--- src/rtl/core/mtk_pkg.sv ---
// mtk_pkg: shared constants, types and the preamble table of the morse telemetry keyer
// used by mtk_div10, mtk_keygen and morse_telemetry_keyer_top; depends on nothing

package mtk_pkg;

   // keying byte codes
   localparam logic [7:0] KEY_DOT  = 8'h0F;
   localparam logic [7:0] KEY_DASH = 8'hFF;
   localparam logic [7:0] KEY_GAP  = 8'h00;

   // value range and digit base
   localparam logic [6:0] VALUE_LIMIT = 7'd100;
   localparam logic [6:0] DIGIT_BASE  = 7'd10;
   localparam logic [3:0] DIGIT_MAX   = 4'd9;

   // run lengths
   localparam logic [5:0] HDR_LEN         = 6'd42;
   localparam logic [5:0] LEAD_GAPS       = 6'd4;
   localparam logic [5:0] TRAIL_GAPS      = 6'd2;
   localparam logic [5:0] TRAIL_GAPS_LAST = 6'd3;
   localparam logic [2:0] ELEM_GAP        = 3'd5;

   // command codes
   localparam logic CMD_HEADER = 1'b0;
   localparam logic CMD_GROUP  = 1'b1;

   // job handed from the front end to the byte sequencer
   typedef struct packed {
      logic       cmd;
      logic       ch_ok;
      logic [3:0] ch;
      logic [3:0] tens;
      logic [3:0] units;
      logic       first;
      logic       last_group;
      logic       bad;
   } mtk_job_type;

   // preamble "cq hi hi" with its gaps, one keying byte per index
   function automatic logic [7:0] mtk_hdr_byte(input logic [5:0] idx);
      logic [7:0] b;
      b = KEY_GAP;
      case (idx)
         6'd4, 6'd7, 6'd11, 6'd13, 6'd16: b = KEY_DASH;
         6'd5, 6'd6, 6'd8, 6'd9, 6'd12, 6'd14, 6'd15, 6'd17,
         6'd21, 6'd22, 6'd23, 6'd24, 6'd26, 6'd27,
         6'd31, 6'd32, 6'd33, 6'd34, 6'd36, 6'd37: b = KEY_DOT;
         default: b = KEY_GAP;
      endcase
      return b;
   endfunction

endpackage

--- src/rtl/core/mtk_div10.sv ---
// mtk_div10: splits a value below 100 into tens and units by repeated subtract of ten
// uses mtk_pkg; one compare and subtract per cycle

module mtk_div10
   import mtk_pkg::*;
(
   input  logic       clock,
   input  logic       reset,
   input  logic       start,
   input  logic [6:0] value,
   output logic       done,
   output logic [3:0] tens,
   output logic [3:0] units
);

   logic       busy_ff, busy_in;
   logic [6:0] rem_ff, rem_in;
   logic [3:0] quo_ff, quo_in;
   logic       below;

   // shared compare and subtract step
   assign below = (rem_ff < DIGIT_BASE);
   assign done  = busy_ff & below;
   assign tens  = quo_ff;
   assign units = rem_ff[3:0];

   always_comb begin
      busy_in = busy_ff;
      rem_in  = rem_ff;
      quo_in  = quo_ff;
      if (start) begin
         busy_in = 1'b1;
         rem_in  = value;
         quo_in  = 4'd0;
      end else if (busy_ff) begin
         if (below) begin
            busy_in = 1'b0;
         end else begin
            rem_in = rem_ff - DIGIT_BASE;
            quo_in = quo_ff + 4'd1;
         end
      end
   end

   // control state
   always_ff @(posedge clock) begin
      if (reset) begin
         busy_ff <= 1'b0;
      end else begin
         busy_ff <= busy_in;
      end
   end

   // working value
   always_ff @(posedge clock) begin
      rem_ff <= rem_in;
      quo_ff <= quo_in;
   end

endmodule

--- src/rtl/core/mtk_keygen.sv ---
// mtk_keygen: sequencer that walks the phases of a job and emits one keying byte per cycle
// while the output register is free; uses mtk_pkg; holds the response output register

module mtk_keygen
   import mtk_pkg::*;
(
   input  logic        clock,
   input  logic        reset,
   input  logic        start,
   input  mtk_job_type job,
   output logic        busy,
   output logic        rsp_tvalid,
   input  logic        rsp_tready,
   output logic [7:0]  rsp_tdata,   // [7:0] key_byte
   output logic        rsp_tlast,
   output logic        rsp_tuser    // [0] bad_digit
);

   typedef enum logic [6:0] {
      PH_IDLE  = 7'b0000001,
      PH_LEAD  = 7'b0000010,
      PH_CH    = 7'b0000100,
      PH_TENS  = 7'b0001000,
      PH_UNITS = 7'b0010000,
      PH_TRAIL = 7'b0100000,
      PH_HDR   = 7'b1000000
   } phase_type;

   phase_type   phase_ff, phase_in;
   mtk_job_type job_ff, job_in;
   logic [5:0]  cnt_ff, cnt_in;
   logic [2:0]  elem_ff, elem_in;
   logic        half_ff, half_in;
   logic        valid_ff, valid_in;
   logic [7:0]  byte_ff, byte_in;
   logic        last_ff, last_in;
   logic        bad_ff, bad_in;

   logic        out_free;
   logic        emit;
   logic        key_last;
   logic [7:0]  key_byte;
   logic [3:0]  cur_digit;
   logic        dig_dash;
   logic        dig_done;
   logic [7:0]  dig_byte;
   logic [2:0]  dig_elem;
   logic        dig_half;
   logic [5:0]  trail_len;

   // element i of a morse digit is a dash or a dot
   function automatic logic is_dash(input logic [3:0] d, input logic [2:0] i);
      logic [3:0] e;
      logic       r;
      e = (d == 4'd0) ? 4'd10 : d;
      if ((d >= 4'd1) && (d <= 4'd5)) begin
         r = ({1'b0, i} >= d);
      end else begin
         r = (({1'b0, i} + 4'd5) < e);
      end
      return r;
   endfunction

   assign out_free  = ~valid_ff | rsp_tready;
   assign busy      = (phase_ff != PH_IDLE);
   assign trail_len = job_ff.last_group ? TRAIL_GAPS_LAST : TRAIL_GAPS;

   // digit under way
   always_comb begin
      unique case (phase_ff)
         PH_CH:    cur_digit = job_ff.ch;
         PH_TENS:  cur_digit = job_ff.tens;
         PH_UNITS: cur_digit = job_ff.units;
         default:  cur_digit = 4'd0;
      endcase
   end

   // one step through a digit: elements, dash halves, closing gap
   always_comb begin
      dig_dash = is_dash(cur_digit, elem_ff);
      dig_done = 1'b0;
      dig_elem = elem_ff;
      dig_half = half_ff;
      if (elem_ff == ELEM_GAP) begin
         dig_byte = KEY_GAP;
         dig_done = 1'b1;
         dig_elem = 3'd0;
         dig_half = 1'b0;
      end else if (dig_dash && !half_ff) begin
         dig_byte = KEY_DASH;
         dig_half = 1'b1;
      end else begin
         dig_byte = KEY_DOT;
         dig_half = 1'b0;
         dig_elem = elem_ff + 3'd1;
      end
   end

   // phase sequencer
   always_comb begin
      phase_in = phase_ff;
      job_in   = job_ff;
      cnt_in   = cnt_ff;
      elem_in  = elem_ff;
      half_in  = half_ff;
      emit     = 1'b0;
      key_last = 1'b0;
      key_byte = KEY_GAP;
      unique case (phase_ff)
         PH_IDLE: begin
            if (start) begin
               job_in  = job;
               cnt_in  = 6'd0;
               elem_in = 3'd0;
               half_in = 1'b0;
               if (job.cmd == CMD_HEADER) begin
                  phase_in = PH_HDR;
               end else if (job.first) begin
                  phase_in = PH_LEAD;
               end else if (job.ch_ok) begin
                  phase_in = PH_CH;
               end else begin
                  phase_in = PH_TENS;
               end
            end
         end
         PH_LEAD: begin
            if (out_free) begin
               emit = 1'b1;
               if (cnt_ff == LEAD_GAPS - 6'd1) begin
                  cnt_in   = 6'd0;
                  phase_in = job_ff.ch_ok ? PH_CH : PH_TENS;
               end else begin
                  cnt_in = cnt_ff + 6'd1;
               end
            end
         end
         PH_CH, PH_TENS, PH_UNITS: begin
            key_byte = dig_byte;
            if (out_free) begin
               emit    = 1'b1;
               elem_in = dig_elem;
               half_in = dig_half;
               if (dig_done) begin
                  if (phase_ff == PH_CH) begin
                     phase_in = PH_TENS;
                  end else if (phase_ff == PH_TENS) begin
                     phase_in = PH_UNITS;
                  end else begin
                     phase_in = PH_TRAIL;
                  end
               end
            end
         end
         PH_TRAIL: begin
            if (out_free) begin
               emit = 1'b1;
               if (cnt_ff == trail_len - 6'd1) begin
                  key_last = 1'b1;
                  cnt_in   = 6'd0;
                  phase_in = PH_IDLE;
               end else begin
                  cnt_in = cnt_ff + 6'd1;
               end
            end
         end
         PH_HDR: begin
            key_byte = mtk_hdr_byte(cnt_ff);
            if (out_free) begin
               emit = 1'b1;
               if (cnt_ff == HDR_LEN - 6'd1) begin
                  key_last = 1'b1;
                  cnt_in   = 6'd0;
                  phase_in = PH_IDLE;
               end else begin
                  cnt_in = cnt_ff + 6'd1;
               end
            end
         end
         default: begin
            phase_in = PH_IDLE;
         end
      endcase
   end

   // output register
   always_comb begin
      valid_in = valid_ff;
      byte_in  = byte_ff;
      last_in  = last_ff;
      bad_in   = bad_ff;
      if (emit) begin
         valid_in = 1'b1;
         byte_in  = key_byte;
         last_in  = key_last;
         bad_in   = job_ff.bad;
      end else if (rsp_tready) begin
         valid_in = 1'b0;
      end
   end

   // control state
   always_ff @(posedge clock) begin
      if (reset) begin
         phase_ff <= PH_IDLE;
         cnt_ff   <= 6'd0;
         elem_ff  <= 3'd0;
         half_ff  <= 1'b0;
         valid_ff <= 1'b0;
      end else begin
         phase_ff <= phase_in;
         cnt_ff   <= cnt_in;
         elem_ff  <= elem_in;
         half_ff  <= half_in;
         valid_ff <= valid_in;
      end
   end

   // payload
   always_ff @(posedge clock) begin
      job_ff  <= job_in;
      byte_ff <= byte_in;
      last_ff <= last_in;
      bad_ff  <= bad_in;
   end

   assign rsp_tvalid = valid_ff;
   assign rsp_tdata  = byte_ff;
   assign rsp_tlast  = last_ff;
   assign rsp_tuser  = bad_ff;

endmodule

--- src/rtl/core/morse_telemetry_keyer_top.sv ---
// Morse telemetry keyer: each request becomes a run of keying bytes (0x0F dot or dash tail,
// 0xFF dash head, 0x00 gap). A header request (tuser 0) gives the 42-byte "cq hi hi"
// preamble; a group request (tuser 1) gives the channel digit and the two value digits,
// each a five-element digit plus a gap, then two trailing gaps (three when tlast is set),
// with four leading gaps when first_group is set; 14 to 40 bytes. A channel above 9 is
// dropped and a value of 100 or more is sent as 00, both flagged on rsp_tuser; rsp_tlast
// marks the final byte of a request. Each request passes through the subtract-by-ten digit
// splitter and then the sequencer, which issues its bytes in order and holds a byte while
// rsp_tready is low. The next request is taken only after the sequencer has issued the
// last byte of the previous one.
// depends on mtk_pkg, mtk_div10 and mtk_keygen

module morse_telemetry_keyer_top
   import mtk_pkg::*;
(
   input  logic        clock,
   input  logic        reset,
   input  logic        req_tvalid,
   output logic        req_tready,
   input  logic [15:0] req_tdata,   // [3:0] channel, [10:4] value, [11] first_group, 0 above
   input  logic        req_tlast,   // last_group
   input  logic        req_tuser,   // [0] command
   output logic        rsp_tvalid,
   input  logic        rsp_tready,
   output logic [7:0]  rsp_tdata,   // [7:0] key_byte
   output logic        rsp_tlast,   // last
   output logic        rsp_tuser    // [0] bad_digit
);

   typedef enum logic [2:0] {
      ST_IDLE = 3'b001,
      ST_DIV  = 3'b010,
      ST_EMIT = 3'b100
   } state_type;

   state_type   state_ff, state_in;
   logic        cmd_ff;
   logic [3:0]  ch_ff;
   logic        first_ff;
   logic        lastg_ff;
   logic        bad_ff;

   logic        accept;
   logic [3:0]  in_ch;
   logic [6:0]  in_value;
   logic        ch_bad;
   logic        val_bad;
   logic [6:0]  div_value;
   logic        div_done;
   logic [3:0]  div_tens;
   logic [3:0]  div_units;
   logic        kg_start;
   logic        kg_busy;
   mtk_job_type job;

   assign req_tready = (state_ff == ST_IDLE);
   assign accept     = req_tvalid & req_tready;
   assign in_ch      = req_tdata[3:0];
   assign in_value   = req_tdata[10:4];
   assign ch_bad     = (in_ch > DIGIT_MAX);
   assign val_bad    = (in_value >= VALUE_LIMIT);
   assign div_value  = (val_bad || (req_tuser == CMD_HEADER)) ? 7'd0 : in_value;

   // request fields
   always_ff @(posedge clock) begin
      if (accept) begin
         cmd_ff   <= req_tuser;
         ch_ff    <= in_ch;
         first_ff <= req_tdata[11];
         lastg_ff <= req_tlast;
         bad_ff   <= (req_tuser == CMD_GROUP) & (ch_bad | val_bad);
      end
   end

   // front-end control
   always_comb begin
      state_in = state_ff;
      kg_start = 1'b0;
      unique case (state_ff)
         ST_IDLE: begin
            if (accept) begin
               state_in = ST_DIV;
            end
         end
         ST_DIV: begin
            if (div_done) begin
               kg_start = 1'b1;
               state_in = ST_EMIT;
            end
         end
         ST_EMIT: begin
            if (!kg_busy) begin
               state_in = ST_IDLE;
            end
         end
         default: begin
            state_in = ST_IDLE;
         end
      endcase
   end

   always_ff @(posedge clock) begin
      if (reset) begin
         state_ff <= ST_IDLE;
      end else begin
         state_ff <= state_in;
      end
   end

   // job for the sequencer
   always_comb begin
      job.cmd        = cmd_ff;
      job.ch_ok      = (ch_ff <= DIGIT_MAX);
      job.ch         = ch_ff;
      job.tens       = div_tens;
      job.units      = div_units;
      job.first      = first_ff;
      job.last_group = lastg_ff;
      job.bad        = bad_ff;
   end

   mtk_div10 u_div10 (
      .clock (clock),
      .reset (reset),
      .start (accept),
      .value (div_value),
      .done  (div_done),
      .tens  (div_tens),
      .units (div_units)
   );

   mtk_keygen u_keygen (
      .clock      (clock),
      .reset      (reset),
      .start      (kg_start),
      .job        (job),
      .busy       (kg_busy),
      .rsp_tvalid (rsp_tvalid),
      .rsp_tready (rsp_tready),
      .rsp_tdata  (rsp_tdata),
      .rsp_tlast  (rsp_tlast),
      .rsp_tuser  (rsp_tuser)
   );

endmodule

--- config.mk ---
export PLATFORM = sky130hd
export DESIGN_NAME = morse_telemetry_keyer_top
export DESIGN_NICKNAME = d
export VERILOG_FILES = /design/src/rtl/core/mtk_pkg.sv /design/src/rtl/core/mtk_div10.sv /design/src/rtl/core/mtk_keygen.sv /design/src/rtl/core/morse_telemetry_keyer_top.sv
export SDC_FILE = /design/constraint.sdc
export NUM_CORES = 1
export LEC_CHECK = 0
export BUFFER_PORTS_ARGS = -buffer_cell sky130_fd_sc_hd__buf_2
export CORE_MARGIN = 8
export CORE_UTILIZATION = 51
export CTS_CLUSTER_SIZE = 30
export DETAILED_ROUTE_END_ITERATION = 10
export PLACE_DENSITY = 0.84
export SLEW_MARGIN = 30
export SYNTH_ARGS = -nofsm -noshare
export SYNTH_HDL_FRONTEND = slang
export SYNTH_HIERARCHICAL = 1
export SYNTH_SLANG_ARGS = --single-unit
--- constraint.sdc ---
create_clock -name clock -period 3.4 [get_ports clock]
set_clock_uncertainty 0.1 [all_clocks]
set_input_delay 0.51 -clock clock [delete_from_list [all_inputs] [get_ports clock]]
set_output_delay 0.51 -clock clock [all_outputs]
set_load 0.005 [all_outputs]
**Word level (Yosys, flattened, before mapping)**

Memory sizes are Yosys's and may differ from the RTL's. A register that Yosys moved wholly into a read port is not among the register bits.
Cells that the tools add are included.

- Register bits: 66
- Memory bits (read-only): 512
- Input port bits: 22
- Output and inout port bits: 12
- Memories: 1

Memories:

| name | depth | bits a word | read ports | clocked after Yosys merged registers in | write ports | RTL line | text |
|---|---|---|---|---|---|---|---|
| (name not given) | 64 | 8 | 1 | 1 | 0 | mtk_pkg.sv:43 | `case (idx)` |

- Add/sub/neg operators: 6
- Order comparisons: 8
- Equal/unequal tests: 29
- Mux-type cells: 66
- Bitwise gates (word level): 8
- Reductions and logical operators: 19

Operators by type and width:

| kind | count |
|---|---|
| $mux 7 | 16 |
| $mux 6 | 10 |
| $pmux 7 s5 | 1 |
| $pmux 6 s4 | 1 |
| $mux 3 | 7 |
| $mux 1 | 20 |
| $ne 2x1->1 const B | 9 |
| $mux 8 | 2 |
| $pmux 8 s2 | 1 |
| $mux 4 | 3 |
| $pmux 4 s3 | 1 |
| $pmux 3 s3 | 1 |
| $reduce_and 9->1 | 1 |
| $ne 2x2->1 const B | 4 |
| $eq 7x1->1 const B | 1 |
| $eq 7x2->1 const B | 1 |
| $eq 7x3->1 const B | 1 |
| $eq 7x4->1 const B | 1 |
| $eq 7x5->1 const B | 1 |
| $eq 7x6->1 const B | 1 |
| $eq 7x7->1 const B | 1 |
| $ge 7x7->1 const B | 1 |
| $lt 7x4->1 const B | 1 |
| $ne 7x1->1 const B | 1 |
| other kinds (36) | 49 |

**Longest topological paths before layout**

Gate-level depths: netlist of run 1.

- Depth after elaboration: 11
- Depth in mapped cells: 21
- Mapped depth without buffers: 20

**Cells and area by module**

The synthesis of run 1 kept the hierarchy.

Modules (own cells, without submodules):

| module | instances | cells each | area an instance (um^2) |
|---|---|---|---|
| mtk_keygen | 1 | 283 | 2623.8 |
| mtk_div10 | 1 | 70 | 684.4 |
| morse_telemetry_keyer_top | 1 | 36 | 494.2 |

**Worst setup path after synthesis of run 1**

OpenSTA, ideal clock, no wires.

- Path type: register to register
- Start: register u_div10.rem_ff[1]
- End: register (tool-made name)
- Library setup time: 134 ps
- Arrival time: 3282 ps
- Required time: 3166 ps
- Path slack: -116 ps
- Stages on the path, launching flop included: 22
- Path buffers: 1
- Clock period less this slack: 3516 ps
- Cell sequence: edfxtp_1 inv_1 ha_1 nand2b_2 and3_2 nand3b_1 nor2_1 nand4_1 o41ai_2 buf_4 nand2_1 o21ai_0 nor3_1 inv_1 ha_1 inv_1 mux2i_1 o21ai_0 a221o_1 and3_1 a2111oi_0 a21oi_1

RTL lines:

| item | RTL line | text |
|---|---|---|
| start: declaration | mtk_div10.sv:17 | `logic [6:0] rem_ff, rem_in;` |
| start signal: assignment | mtk_div10.sv:56 | `rem_ff <= rem_in;` |

==> results of run 1 <==
==> where the power goes <==
| part | leakage, nW | internal (mW) | switching [mW] | total [mW] |
|---|---|---|---|---|
| sequential | 0.554 | 0.843 | 0.0383 | 0.881 |
| clock | 0.104 | 0.348 | 0.324 | 0.672 |
| combinational | 1.14 | 0.102 | 0.106 | 0.209 |
==> sequential cells by signal, summed over array words and instances, names as in the netlist, 3 cells and up, named ones only <==
register	cells
ch_ff	4
state_ff	3
u_div10/rem_ff	7
u_div10/tens	4
u_keygen/cnt_ff	6
u_keygen/elem_ff	3
u_keygen/job_ff	15
u_keygen/phase_ff	7
==> final timing paths <==
kind | endpoint | slack, ns | cells after the start
worst min register to register | u_keygen/job_ff[11]$_DFFE_PP_ | 0.33 | 0
worst max register to register | register | -0.12 | 16
worst min-delay path | ch_ff[0]$_DFFE_PP_ | 0.23 | 1
worst max-delay path | register | -0.12 | 16
==> per-layer routing <==
metal  track usage  vias to the layer above  part of all wire
li1              -                     1529                 -
met3        0.0402                       13             0.055
met5             0                        -                 0
met4        0.0745                        0             0.016
met2         0.276                      107              0.50
met1         0.189                     1470              0.43
==> cell families (layout without fill, tap and decap cells) <==
family | Yosys count | after routing | synth area share
flops | 62 | 62 | 0.416
mux | 10 | 10 | 0.0280
compound gates | 88 | 88 | 0.167
simple gates | 154 | 154 | 0.249
xor+xnor | 8 | 8 | 0.0184
buf+inv | 50 | 105 | 0.0655
fa+ha+maj | 17 | 17 | 0.0559
==> critical path: cells and delay by family, from the launching register on <==
family | cells | cell delay (ns)
and+or+nand+nor | 8 | 1.55
adders and majority gates | 2 | 0.31
AOI/OAI and AO/OA | 4 | 0.85
DFF | 1 | 0.41
buffers and inverters | 2 | 0.22
==> stage by stage <==
stage	power, mW	cells
floorplan	1.03	389
global placement	1.08	520
detailed placement	1.10	520
CTS	1.77	539
global route	1.84	543
finish	1.76	543
==> cell type report <==
type / instances / area [sq um] / area share
sequential: 62 / 1590 / 0.354
clock inverter: 7 / 82.6 / 0.0184
clock buffer: 9 / 124 / 0.0276
multi-input combinational: 277 / 2050 / 0.457
inverter: 21 / 78.8 / 0.0176
tap: 99 / 124 / 0.0276
timing repair buffer: 68 / 438 / 0.0977
==> layout by cell type (no fill, tap or decap), types with 4 or more instances in the layout <==
cell and count:
buf_4 39, edfxtp_1 34, buf_2 29, nor2_1 28, dfxtp_1 25, nand2_1 23
o21ai_0 20, inv_1 19, ha_1 15, nand3b_1 14, a21oi_1 14, nand3_1 11
nor3_1 11, clkbuf_8 9, and3_1 8, mux2i_1 8, nor2b_1 7, and2_1 6
nand4_1 6, xnor2_1 5, o211ai_1 5, and3b_1 4, clkinv_4 4, a31oi_1 4
o21ai_1 4, a21o_1 4, nand2b_1 4
==> what timing repair did <==
| item | in CTS | in global routing |
|---|---|---|
| setup buffers | 3 | 4 |
| cloned | 0 | 0 |
| gates resized for setup | 3 | 13 |
| endpoints found under the setup margin | 2 | 7 |
| pin swaps | 2 | 2 |
==> results.yml, run 1 <==
outcome:
  status: "complete, but fails checks"
  violations: "negative setup slack"
worst_setup_path:
  arrival_ns: 3.66
  required_ns: 3.54
  setup.worst_path.start: "u_div10/rem_ff[2]$_DFFE_PP_"
  slowest_stage: "edfxtp_1"
  endpoint_kind: "register"
  path_class: "register to register"
  cpPeakStageDelay_ns: 0.41
  critPathLaunchType: "register"
  path_max_fanout: 4
  crit_chain: "inv_1 -> ha_2 -> nand2b_4 -> and3_4 -> nand3b_1 -> nor2_2 -> nand4_1 -> o41a_1 -> nor3_1 -> a21oi_2 -> nor2_1 -> buf_4 -> ha_1 -> or3b_1 -> a211o_1 -> a21oi_1"
  rr_startpoint: "u_div10/rem_ff[2]$_DFFE_PP_"
detailed_routing:
  drt_iter0_drc: 171
  dr.pass1.iters: 5
  vias: 3119
  drt-wirelength-per-cell_um: 15.2
  post-route-drc-count: 0
  via_per_inst: 5.74
  finalWirelength_um: 8260
  ant_nets: 0
sta:
  fin_hold_ws_ns: 0.235
  worst_slack_ns: -0.123
  finalCritPeriodShare: 1.04
  finalCriticalPeriod_ns: 3.52
  slew_violations: 0
  final-hold-violation-count: 0
  tightest_slew_ns: 0.650
  rsz0062_at_grt: "true"
  setup_tns_ns: -0.167
  relSlewSlack: 0.563
  finalSetupViolCount: 2
  clock.fmax_ghz: 0.284
grt:
  grt_use_total: 0.163
  grt_overflow: 0
  grt_pass1_vias: 2881
  grt_max_degree: 32
  grt_pass1_wl_um: 13300
  antenna_found_initial: 0
clock_tree:
  cts_root_buffer: "clkbuf_8"
  hold_buffers: 0
  numCtsBuffers: 9
  cts_tree: "yes"
  ctsHtreeMaxLevel: 3
  clk_latency_ns: 0.35
  clkTransAtPathRegs_ns: 0.08
  cts.sinks: 62
  ctsLongestPathBuffers: 2
logic_synthesis:
  synth_seq_area_share: 0.416
  ys_ff_latch: 62
  netlist_instances: 389
  synth.area.top_cells: "edfxtp_1 27%, dfxtp_1 15%, ha_1 5.6%"
  synth_area_leader_cell: "edfxtp_1"
  syn_area_per_cell_sq_um: 9.77
  async_flop_share: 0
  synth.net_count: 428
  ys_top_cells_by_count: "34 x edfxtp_1, 30 x nor2_1, 28 x dfxtp_1"
  synth_edf_count: 34
  syn-cell-area_sq_mm: 0.00380
  ys_types: 76
  synthFlopType: "edfxtp_1"
  synth_top_cell_area_share: 0.269
  yosysWarnings: 6
  synth_most_common_cell: "edfxtp_1"
place:
  place_area_sq_mm: 0.00417
  io_buffers: 29
  dp_slack_ns: -0.118
  gp_congestion: 0.819
  dpl.hpwl_um: 5940
finish:
  fill_cells: 568
  fin_nets: 478
  n_antenna_cell: 0
  utilization: 0.618
  design_area_sq_mm: 0.00448
  drive_gt1_frac: 0.279
  area_growth_syn_to_layout_pct: 17.9
floorplan:
  die_y_um: 102
  die-area_sq_mm: 0.0105
  rows: 31
  fp.dieW_um: 102
  coreArea_sq_mm: 0.00725
  start_util: 0.524
  ios: 34
pwr:
  power_density_mw_per_mm2: 393
  p_leak_nw: 1.80
  irDropWorstVdd_mv: 0.355
run:
  maxCapViolations: 0
min_path:
  hp-start: "req_tdata[0]"
  min_path_type: "input port to register"
No activity file was read; power rests on OpenSTA's default activity.
==> inputs of run 2 (changes only) <==
Settings changed: PLACE_DENSITY 0.84 to 0.81.
Clock period 3.4 ns to 4.2 ns, I/O delays scaled along.
==> run 2 against run 1 <==
The flow now finishes without violations. Register-to-register slack gained 0.36 ns. First-iteration DRC count grew 4.1%. Combinational power shrank 35%. Final cell count shrank 5.3%. Die area is the same. Sequential power shrank 19%. Non-clock buffer count shrank 29. Global-route usage shrank 0.87 points. Maximum frequency shrank 11%. Power shrank 20%. Flip-flop and latch count is the same. Utilization shrank 3.7 points. Largest cell class unchanged.
==> results.yml, run 2 (synthesis results as in run 1) <==
floorplan:
  rows: 31
  die_y_um: 102
  start_util: 0.524
  ios: 34
  coreArea_sq_mm: 0.00725
  fp.dieW_um: 102
  die-area_sq_mm: 0.0105
grt:
  grt_max_degree: 32
  grtUsageMet3: 0.0402
  grt_pass1_vias: 2772
  grtUsageMet2: 0.267
  top_usage_layer: "met2"
  antenna_found_initial: 0
  met1_usage: 0.178
  grt_pass1_wl_um: 12700
  grt_use_total: 0.154
  grt_overflow: 0
pwr:
  power_density_mw_per_mm2: 333
  p_leak_nw: 1.66
  irDropWorstVdd_mv: 0.251
  power_mw: 1.40
clock_tree:
  ctsLongestPathBuffers: 2
  ctsHtreeMaxLevel: 3
  clkTransAtPathRegs_ns: 0.08
  numCtsBuffers: 9
  cts_root_buffer: "clkbuf_8"
  cts.sinks: 62
  cts_tree: "yes"
  hold_buffers: 0
  clk_latency_ns: 0.35
outcome:
  status: "complete, no violations"
worst_setup_path:
  path_max_fanout: 7
  required_ns: 4.31
  path_class: "register to register"
  endpoint_kind: "register"
  critPathLaunchType: "register"
  arrival_ns: 4.08
finish:
  reg_top3: "u_keygen/job_ff x15, u_div10/rem_ff x7, u_keygen/phase_ff x7"
  drive_gt1_frac: 0.205
  largest_reg_flops: 15
  final_cell_mix: "34 x edfxtp_1, 29 x buf_2, 28 x dfxtp_1, 28 x nor2_1, 24 x o21ai_0"
  area_growth_syn_to_layout_pct: 10.8
  design_area_sq_mm: 0.00421
  final_cells: 514
  n_antenna_cell: 0
  fin_nets: 449
  final_common_cell: "edfxtp_1"
  top_register: "u_keygen/job_ff"
sta:
  finalCritPeriodShare: 0.944
  final-hold-violation-count: 0
  setup_tns_ns: 0
  relSlewSlack: 0.534
  clock.fmax_ghz: 0.252
  tightest_slew_ns: 0.698
  fin_hold_ws_ns: 0.322
  finalCriticalPeriod_ns: 3.96
  slew_violations: 0
  finalSetupViolCount: 0
place:
  dpl.hpwl_um: 5590
  place_area_sq_mm: 0.00394
  dp_cells: 493
  io_buffers: 29
  gp_congestion: 0.834
detailed_routing:
  ant_nets: 0
  dr.pass1.iters: 5
  drt_iter0_drc: 178
  via_per_inst: 5.85
  drt-wirelength-per-cell_um: 15.4
  vias: 3009
  finalWirelength_um: 7930
  post-route-drc-count: 0
run:
  maxCapViolations: 0
min_path:
  min_path_type: "register to register"
==> run 2: cell count changes in the layout (fill, tap and decap cells not counted), moves of 2 or more <==
cell     delta
dfxtp_1     +3
buf_4      -29
o21ai_0     +4
dfxtp_2     -3
and3_4      -2
o21ai_1     -3
ha_2        -2
ha_1        +2
==> run 2: cell type report <==
type	instances	area (sq um)
multi-input cells	277	2000
clock buffers	9	124
inverters	21	78.8
repair buffers	39	220
clock inverters	7	81.3
flip-flops and latches	62	1580
fillers	607	3040
well taps	99	124
==> run 2: worst paths after layout <==
kind	start	end	slack, ns	depth (start not counted)
worst min-delay path	ch_ff[0]$_DFFE_PP_	u_keygen/job_ff[11]$_DFFE_PP_	0.32	0
worst max register to register	u_div10/rem_ff[1]$_DFFE_PP_	register	0.24	19
worst max-delay path	u_div10/rem_ff[1]$_DFFE_PP_	register	0.24	19
worst min register to register	ch_ff[0]$_DFFE_PP_	u_keygen/job_ff[11]$_DFFE_PP_	0.32	0
==> run 2: timing repair <==
item	4_1_cts	5_1_grt
resized for setup	0	6
setup endpoints to repair	0	1
buffers inserted	0	5
==> run 2: worst max-delay path, stage by stage, from the launching register on <==
cell	delay, ns
edfxtp_1	0.43
inv_1	0.09
ha_1	0.21
nand2b_4	0.19
and3_2	0.19
nand3b_1	0.12
nor2_2	0.15
nand4_1	0.21
o41a_1	0.30
nor2_2	0.21
nor3_1	0.11
inv_1	0.15
ha_1	0.20
inv_1	0.05
mux2i_1	0.13
o21ai_0	0.09
a221o_1	0.30
and3_1	0.19
a2111oi_2	0.33
a21oi_1	0.07
==> run 2: power breakdown <==
group / switching [mW] / internal [mW]
clock: 0.267 / 0.281
combinational: 0.0742 / 0.0614
sequential: 0.0345 / 0.683
==> run 2: stage by stage <==
| step | util | setup WS [ns] |
|---|---|---|
| floorplan | - | 0.684 |
| global placement | 0.543 | 0.359 |
| detailed placement | 0.543 | 0.171 |
| CTS | 0.571 | 0.0958 |
| global route | 0.581 | -0.0303 |
| finish | 0.581 | 0.236 |
==> run 2: layer usage <==
metal	vias up	share of wire	routed length, um
met5	-	0	0
met4	0	0.017	133
met3	15	0.068	540
met2	114	0.49	3930
met1	1407	0.42	3330
li1	1473	-	-
==> inputs of run 3 (changes only) <==
Settings changed: BUFFER_PORTS_ARGS -buffer_cell sky130_fd_sc_hd__buf_2 to unset, DONT_BUFFER_PORTS set to 1, PLACE_DENSITY 0.81 to 0.77, SLEW_MARGIN 30 to unset.
==> run 3 against run 2 <==
Clock power is 19% higher. Power is 6.2% higher. Wire length decreased by 2.8%. Design area decreased by 2.1%. Flip-flop and latch count unchanged. Register-to-register slack worse by 0.02 ns. Sequential share of layout area is 0.80 points higher. Combinational power decreased by 12%.
==> results.yml, run 3 (synthesis results as in run 1) <==
sta:
  finalCriticalPeriod_ns: 3.99
  finalSetupViolCount: 0
  tightest_slew_ns: 0.534
  fin_hold_ws_ns: 0.244
  clock.fmax_ghz: 0.251
  worst_slack_ns: 0.215
  setup_tns_ns: 0
  slew_violations: 0
  relSlewSlack: 0.644
  finalCritPeriodShare: 0.949
  final-hold-violation-count: 0
worst_setup_path:
  path_delay_family: "simple AND/OR/NAND/NOR gates"
  path_class: "register to register"
  cpMostUsedCell: "inv_1"
  slowest_stage: "edfxtp_1"
  critPathLaunchType: "register"
  path_max_fanout: 6
  arrival_ns: 4.11
  cpPeakStageDelay_ns: 0.44
  crit_chain: "inv_1 -> ha_1 -> nand2b_2 -> and3_2 -> nand3b_1 -> nor2_1 -> nand4_1 -> o41a_1 -> nor2_2 -> nor3_1 -> inv_1 -> ha_1 -> inv_1 -> mux2i_1 -> o21ai_0 -> a221o_1 -> and3_1 -> a2111oi_0 -> a21oi_1"
  critPathBufInv: 3
  required_ns: 4.32
  endpoint_kind: "register"
pwr:
  power_density_mw_per_mm2: 361
  power_mw: 1.49
  p_leak_nw: 1.56
  irDropWorstVdd_mv: 0.328
finish:
  area_growth_syn_to_layout_pct: 8.49
  final_cells: 489
  seq_area_sq_mm: 0.00158
  final_common_cell: "edfxtp_1"
  fill_cells: 606
  reg_top3: "u_keygen/job_ff x15, u_div10/rem_ff x7, u_keygen/phase_ff x7"
  largest_reg_flops: 15
  n_antenna_cell: 0
  fin_nets: 424
  multi_input_area_sq_mm: 0.00199
  final_cell_mix: "34 x edfxtp_1, 29 x nor2_1, 28 x dfxtp_1, 24 x o21ai_0, 23 x nand2_1"
  top_register: "u_keygen/job_ff"
  drive_gt1_frac: 0.149
floorplan:
  rows: 31
  fp.dieW_um: 102
  start_util: 0.524
  ios: 34
  die_y_um: 102
  die-area_sq_mm: 0.0105
  coreArea_sq_mm: 0.00725
detailed_routing:
  vias: 2847
  finalWirelength_um: 7710
  met1_length_um: 3410
  drt-wirelength-per-cell_um: 15.8
  met2RoutedLength_um: 3630
  via_per_inst: 5.82
  dr.pass1.iters: 5
  drt_iter0_drc: 185
  top_layer_used: "met4"
  dr_wl_met3_um: 550
  ant_nets: 0
  post-route-drc-count: 0
grt:
  antenna_found_initial: 0
  grt_pass1_vias: 2621
  grt_pass1_wl_um: 12900
  grt_overflow: 0
  grt_max_degree: 32
  grt_use_total: 0.156
place:
  dp_slack_ns: 0.233
  dp_cells: 464
  gp_congestion: 0.803
  dpl.hpwl_um: 5400
  io_buffers: 0
clock_tree:
  cts.sinks: 62
  cts_root_buffer: "clkbuf_8"
  ctsLongestPathBuffers: 2
  cts_tree: "yes"
  ctsHtreeMaxLevel: 3
  clkTransAtPathRegs_ns: 0.08
  clk_latency_ns: 0.35
  numCtsBuffers: 9
min_path:
  min_path_type: "input port to register"
run:
  maxCapViolations: 0
outcome:
  status: "complete, no violations"
run 3: cell types whose count changed in the layout (fill, tap and decap cells not counted), moves of 2 or more:
cell / before / now
buf_2: 29 / 0
bufinv_16: 1 / 3
inv_6: 2 / 0
buf_4: 10 / 14
run 3: report_power, final:
group          internal (mW)  total (mW)  switching (mW)
registers              0.683       0.716          0.0333
logic                 0.0550       0.119          0.0636
clock network          0.396       0.654           0.258
run 3: path summary, 6_finish.rpt:
check | start | to | slack (ns) | cells after the start
worst max-delay path | u_div10/rem_ff[1]$_DFFE_PP_ | register | 0.21 | 19
worst min-delay path | reset | state_ff[1]$_SDFFE_PP0P_ | 0.24 | 1
worst max register to register | u_div10/rem_ff[1]$_DFFE_PP_ | register | 0.21 | 19
worst min register to register | ch_ff[0]$_DFFE_PP_ | u_keygen/job_ff[11]$_DFFE_PP_ | 0.32 | 0
run 3: stage by stage:
stage           util  instance area [sq um]
6_report       0.569                   4130
5_1_grt        0.569                   4130
4_1_cts        0.557                   4040
3_5_place_dp   0.523                   3790
3_3_place_gp   0.523                   3790
2_1_floorplan      -                   3800
run 3: per-layer routing:
layer | vias to the layer above | track usage
met5 | - | 0
met4 | 0 | 0.0655
met3 | 10 | 0.0354
met2 | 99 | 0.248
met1 | 1326 | 0.197
li1 | 1412 | -
run 3: final cells by class:
class	count	area share
clock buffers	9	0.0300
clock inverters	7	0.0297
inverters	21	0.0191
multi-input cells	277	0.482
flip-flops and latches	62	0.383
well taps	99	0.0300
repair buffers	14	0.0255
run 3: what timing repair did:
action,in CTS,in global routing
hold buffers,0,0
gates resized for setup,0,3
setup buffers,0,9
endpoints found under the setup margin,0,1
